### config.mk
export PLATFORM = sky130hd
export DESIGN_NAME = lsp_scan
export DESIGN_NICKNAME = d
export VERILOG_FILES = /design/src/rtl/core/lsp_pkg.sv /design/src/rtl/core/lsp_scan.sv
export SDC_FILE = /design/constraint.sdc
export NUM_CORES = 1
export LEC_CHECK = 0
export ABC_CLOCK_PERIOD_IN_PS = 1370
export BUFFER_PORTS_ARGS = -buffer_cell sky130_fd_sc_hd__buf_2
export CORE_AREA = 8 8 45 47
export DETAILED_ROUTE_END_ITERATION = 7
export DIE_AREA = 0 0 53 55
export PLACE_DENSITY_LB_ADDON = 0.12
export SLEW_MARGIN = 40
export SYNTH_ARGS = -nofsm -noshare
export SYNTH_HDL_FRONTEND = slang
export SYNTH_SLANG_ARGS = --single-unit
export TNS_END_PERCENT = 30
### constraint.sdc
create_clock -name vclk -period 1.37
set_input_delay 0.274 -clock vclk [all_inputs]
set_output_delay 0.274 -clock vclk [all_outputs]
set_load 0.05 [all_outputs]
### src/rtl/core/lsp_pkg.sv
`default_nettype none

package lsp_pkg;

  // Table geometry
  localparam int MAX_LINES = 4096;
  localparam int ADDR_W    = $clog2(MAX_LINES);
  localparam int LINE_W    = $clog2(MAX_LINES + 1);
  localparam int OFF_W     = 32;

  // Newline bytes
  localparam logic [7:0] CH_CR  = 8'h0D;
  localparam logic [7:0] CH_LF  = 8'h0A;
  localparam logic [7:0] LEAD2  = 8'hC2;
  localparam logic [7:0] LEAD3  = 8'hE2;
  localparam logic [7:0] MID3   = 8'h80;
  localparam logic [7:0] NEL_LO = 8'h85;
  localparam logic [7:0] LS_LO  = 8'hA8;
  localparam logic [7:0] PS_LO  = 8'hA9;

  // newline_mode bits
  localparam int MODE_CR_BIT   = 0;
  localparam int MODE_LF_BIT   = 1;
  localparam int MODE_CRLF_BIT = 2;
  localparam int MODE_UNI_BIT  = 3;
  localparam logic [3:0] MODE_DEFAULT = 4'h7;

  // Command codes
  localparam logic [1:0] FUNC_BYTE  = 2'd0;
  localparam logic [1:0] FUNC_END   = 2'd1;
  localparam logic [1:0] FUNC_QUERY = 2'd2;

  // Result status codes
  localparam logic [1:0] ST_OK    = 2'd0;
  localparam logic [1:0] ST_OVF   = 2'd1;
  localparam logic [1:0] ST_EARLY = 2'd2;

  // Register map
  localparam int PADDR_W = 3;
  localparam logic [PADDR_W-1:0] REG_MODE_IDX = 3'd0;

  // Partial newline match held between bytes
  typedef enum logic [2:0] {
    PEND_NONE,
    PEND_CR,
    PEND_C2,
    PEND_E2,
    PEND_E280
  } pend_t;

  // Scanner verdict for one byte
  typedef struct packed {
    logic  rec_p;    // line starts at the byte's own offset (lone CR settled)
    logic  rec_p1;   // line starts after the byte
    pend_t pend;
  } scan_t;

  typedef enum logic [1:0] {
    S_IDLE,
    S_REC2,
    S_SEARCH,
    S_CMP
  } state_t;

endpackage

`default_nettype wire

### src/rtl/core/lsp_scan.sv
`default_nettype none

module lsp_scan import lsp_pkg::*; (
  input  wire [7:0] data_byte,
  input  wire pend_t pend,
  input  wire [3:0] mode,
  output scan_t     verdict
);

  function automatic scan_t fresh(input logic [7:0] b, input logic [3:0] m);
    scan_t r;
    r = '{rec_p: 1'b0, rec_p1: 1'b0, pend: PEND_NONE};
    if (b == CH_CR) begin
      if (m[MODE_CRLF_BIT]) begin
        r.pend = PEND_CR;
      end else if (m[MODE_CR_BIT]) begin
        r.rec_p1 = 1'b1;
      end
    end else if (b == CH_LF) begin
      r.rec_p1 = m[MODE_LF_BIT];
    end else if (m[MODE_UNI_BIT] && b == LEAD2) begin
      r.pend = PEND_C2;
    end else if (m[MODE_UNI_BIT] && b == LEAD3) begin
      r.pend = PEND_E2;
    end
    return r;
  endfunction

  logic uni;
  assign uni = mode[MODE_UNI_BIT];

  always_comb begin
    verdict = fresh(data_byte, mode);
    unique case (pend)
      PEND_NONE: ;
      PEND_CR: begin
        if (data_byte == CH_LF && mode[MODE_CRLF_BIT]) begin
          verdict = '{rec_p: 1'b0, rec_p1: 1'b1, pend: PEND_NONE};
        end else begin
          // lone CR settles at the CR's successor offset, then rescan
          verdict.rec_p = mode[MODE_CR_BIT];
        end
      end
      PEND_C2: begin
        if (uni && data_byte == NEL_LO) begin
          verdict = '{rec_p: 1'b0, rec_p1: 1'b1, pend: PEND_NONE};
        end
      end
      PEND_E2: begin
        if (uni && data_byte == MID3) begin
          verdict = '{rec_p: 1'b0, rec_p1: 1'b0, pend: PEND_E280};
        end
      end
      PEND_E280: begin
        if (uni && (data_byte == LS_LO || data_byte == PS_LO)) begin
          verdict = '{rec_p: 1'b0, rec_p1: 1'b1, pend: PEND_NONE};
        end
      end
      default: ;
    endcase
  end

endmodule

`default_nettype wire

---- Yosys cells after proc, flatten, opt, wreduce, memory -nomap -nowiden ----
Cells that the tools add are included.
storage, ports and cells
  register bits after elaboration ......... 0
  bits in latches ......................... 0
  RAM bits ................................ 0
  memory bits (read-only) ................. 0
  bits of input ports ..................... 15
  word-level logic and storage cells ...... 33
  memories kept ........................... 0
cells by class
  add/sub/neg operators ................... 0
  $mul .................................... 0
  div/mod/pow operators ................... 0
  magnitude comparators ................... 0
  equality and inequality tests ........... 12
  shifts and indexed selects .............. 0
  multiplexer cells ....................... 14
  bitwise operators ....................... 0
  reductions and logical operators ........ 7
operators by type and width
  operator              count
  $eq A8 B8 Y1 const B  6
  $mux W4               5
  $pmux W5 S4           1
  $eq A8 B4 Y1 const B  2
  $eq A3 B2 Y1 const B  2
  $logic_and A1 B1 Y1   6
  $mux W2               3
  $mux W1               5
  $eq A3 B1 Y1 const B  1
  $eq A3 B3 Y1 const B  1
  $logic_or A1 B1 Y1    1

---- Logic depth before layout (Yosys ltp) ----
  depth after elaboration ................. 8
  depth in mapped cells ................... 4
  depth with buffers taken out ............ 4

---- Worst setup path before layout ----
OpenSTA, ideal clock, no wires.
  path kind ............................... input port to output port
  from .................................... in data_byte[2]
  to ...................................... out verdict[2] (netlist name)
  data arrival time ....................... 2.028 ns
  data required time ...................... 1.096 ns
  slack ................................... -0.932 ns
  cell stages on the path ................. 3
  buffers on the path ..................... 0
  cells stage by stage .................... nor2_1 nand2_1 nor4_1
RTL lines
  item                RTL line       source
  start: declaration  lsp_scan.sv:4  input wire [7:0] data_byte,
  end: declaration    lsp_scan.sv:7  output scan_t verdict

==> impl_metrics.csv <==
group,metric,value,unit
clock_network,cts_hold_buffers,0,
logic_synthesis,synthTopCellsByArea,"nand2_1 (11%), nor2_1 (11%), nor3b_1 (8.6%), a31oi_1 (7.1%), nor4_1 (7.1%)",
drt,wl_per_cell,11.7,µm
final_layout,clockBufferCount,0,
drt,route.vias.total,334,
sta,hold_ws,0.897,ns
min_path,hold_class,"in -> out",
worst_setup_path,critPathKind,"in -> out",
logic_synthesis,syn_nets,43,
sta,setup_ws,-0.396,ns
logic_synthesis,synth_fa_ha_area_share,0,%
final_layout,nets,78,
worst_setup_path,crit_fanout,2,
pwr,ir_drop,0.0993,mV
min_path,hold_path_depth,3,
placed_design,dpl_worst_slack,-0.518,ns
global_route,grt_pass1_vias,343,
logic_synthesis,synth_top_cell_by_area,"nand2_1",
logic_synthesis,syn_inst,28,
worst_setup_path,critPathArrivalTime,1.49,ns
final_layout,utilization,38.1,%
drt,initialDrtViolationCount,2,
worst_setup_path,cp_num_buf_inv,2,
final_layout,fin_area,527,µm²
placed_design,gp_congestion,0.743,
logic_synthesis,syn-cell-area,175,µm²
logic_synthesis,syn_avg_cell_area,6.26,µm²
logic_synthesis,yosysUniqueCellTypes,16,
sta,tightestPinTransition,0.311,ns
drt,antenna_left,0,
final_layout,seq_cells,0,
pwr,power,0.000104,W
sta,rsz0062_at_grt,"true",
worst_setup_path,startpoint,"data_byte[4]",
logic_synthesis,synth_commonest_cells,"nand2_1 (5), nor2_1 (5)",
floorplanning,rows,14,
final_layout,drive_above_1_share,78.7,%
worst_setup_path,max_stage_delay,0.54,ns
logic_synthesis,netlist.area_leader.share,10.7,%
worst_setup_path,crit_path_end_kind,"output pin",
status,violations,"setup timing",
drt,wirelength,900,µm
sta,fin_crit_sh,129,%
sta,slew_viol_final,0,
global_route,overflow,0,
status,status,"complete, but fails checks",
logic_synthesis,synth-seq-area-share,0,%
floorplanning,ioPinCount,20,
sta,final-setup-viol-count,4,
floorplanning,fp.dieH,55,µm
sta,hold_viol_final,0,
sta,slew_headroom,79.1,%
placed_design,dp_hpwl,815,µm
worst_setup_path,start_kind,"input pin",
worst_setup_path,crit_slowest_cell,"or4b_4",
sta,timing.fmax,0.566,GHz
floorplanning,die_area,2920,µm²
logic_synthesis,synthMuxAreaShare,0,%
logic_synthesis,yosys_warnings,0,
global_route,antenna_found_initial,0,
worst_setup_path,cp_top_family,"simple AND/OR/NAND/NOR gates",
final_layout,syn_to_final_growth,201,%
pwr,power.density,197,nW/µm²
placed_design,dpl_cell_area,427,µm²
worst_setup_path,cp_common_cell,"buf_6",
logic_synthesis,synth_compound_area_share,24.3,%
drt,first_pass_iters,4,
run,drv_cap,0,
logic_synthesis,synth_xor_area_share,0,%
clock_network,cts_setup_buffers,0,
sta,min_period,1.77,ns
logic_synthesis,synth_top_family_by_area,"simple AND/OR/NAND/NOR gates",
min_path,min_from,"mode[2]",
drt,drc,0,
pwr,p_leak,0.228,nW
global_route,grt_pass1_wl,1410,µm
min_path,hold_path_end,"verdict[4]",
final_layout,antenna_cells,0,
worst_setup_path,required,1.10,ns
floorplanning,die_w,53,µm
floorplanning,initial_utilization,12.7,%
worst_setup_path,cp_cell_sequence,"buf_6, or4b_4, nor4_4, a31oi_2, o211ai_4, buf_6",
drt,via_per_inst,4.34,
final_layout,seq_area,0,µm²
global_route,grt_max_degree,6,
placed_design,placement.io_buffers,20,
logic_synthesis,synthSimpleGateAreaFrac,75.7,%
floorplanning,core_area,1380,µm²
global_route,track_usage,5.84,%
cells by family after synthesis:
| kind of cell | Yosys count |
|---|---|
| and+or+nand+nor | 23 |
| AOI/OAI and AO/OA | 5 |
metal layers:
metal  vias up  track usage (%)  wire [µm]
met5         -                0          0
met2        12             9.57        425
li1        180                -          -
met1       142             8.47        423
met4         0                0          0
met3         0            0.535         51
worst max-delay path by stage:
stage	to	cells past startpoint
after floorplan	verdict[3]	4
after global placement	verdict[3]	6
after detailed placement	verdict[3]	6
after CTS	verdict[3]	6
after global routing	verdict[3]	6
final	verdict[3]	6
power by group:
| part | switching (W) | total, W | internal, W |
|---|---|---|---|
| Sequential | 0 | 0 | 0 |
| Clock | 0 | 0 | 0 |
| Combinational | 0.0000511 | 0.000104 | 0.0000526 |
| Total | 0.0000511 | 0.000104 | 0.0000526 |
repair_timing:
item / in CTS / in global routing
pin swaps: 0 / 2
endpoints found under the setup margin: 5 / 5
gates resized for setup: 16 / 7
cell usage in the layout (no fill, tap or decap):
| cell | Yosys | routed |
|---|---|---|
| buf_2 | 0 | 14 |
| buf_4 | 0 | 13 |
| buf_6 | 0 | 5 |
| nand2_1 | 5 | 4 |
| nor4_4 | 0 | 3 |
| nor3b_1 | 2 | 2 |
| nor2_1 | 5 | 2 |
| nor2_2 | 0 | 2 |
| nor3_1 | 2 | 2 |
| a31oi_2 | 0 | 2 |
| nor2_4 | 0 | 1 |
| nand2_2 | 0 | 1 |
| nand4_1 | 1 | 1 |
| a32o_2 | 0 | 1 |
| nand3_2 | 0 | 1 |
| or4b_4 | 0 | 1 |
| nand2b_4 | 0 | 1 |
| o211ai_1 | 1 | 1 |
| nand4b_1 | 1 | 1 |
| o211ai_4 | 0 | 1 |
| or2b_2 | 1 | 1 |
| buf_8 | 0 | 1 |
per-stage QoR:
| step | setup TNS, ns | instances |
|---|---|---|
| finish | -0.679 | 77 |
| floorplan | -0.755 | 28 |
| global route | -0.872 | 77 |
| detailed placement | -1.42 | 77 |
| CTS | -0.700 | 77 |
| global placement | -1.55 | 77 |
area by class of cell:
type	instances	area, µm²
Multi-Input combinational cell	28	268
Fill cell	147	857
Tap cell	16	20.0
Timing Repair Buffer	33	239
tightest hold or removal path: cells and delay by family:
family / cells / cell delay [ns]
buf+inv: 2 / 0.26
compound gates: 1 / 0.09
Note: power is estimated with default switching activity, not from simulation.
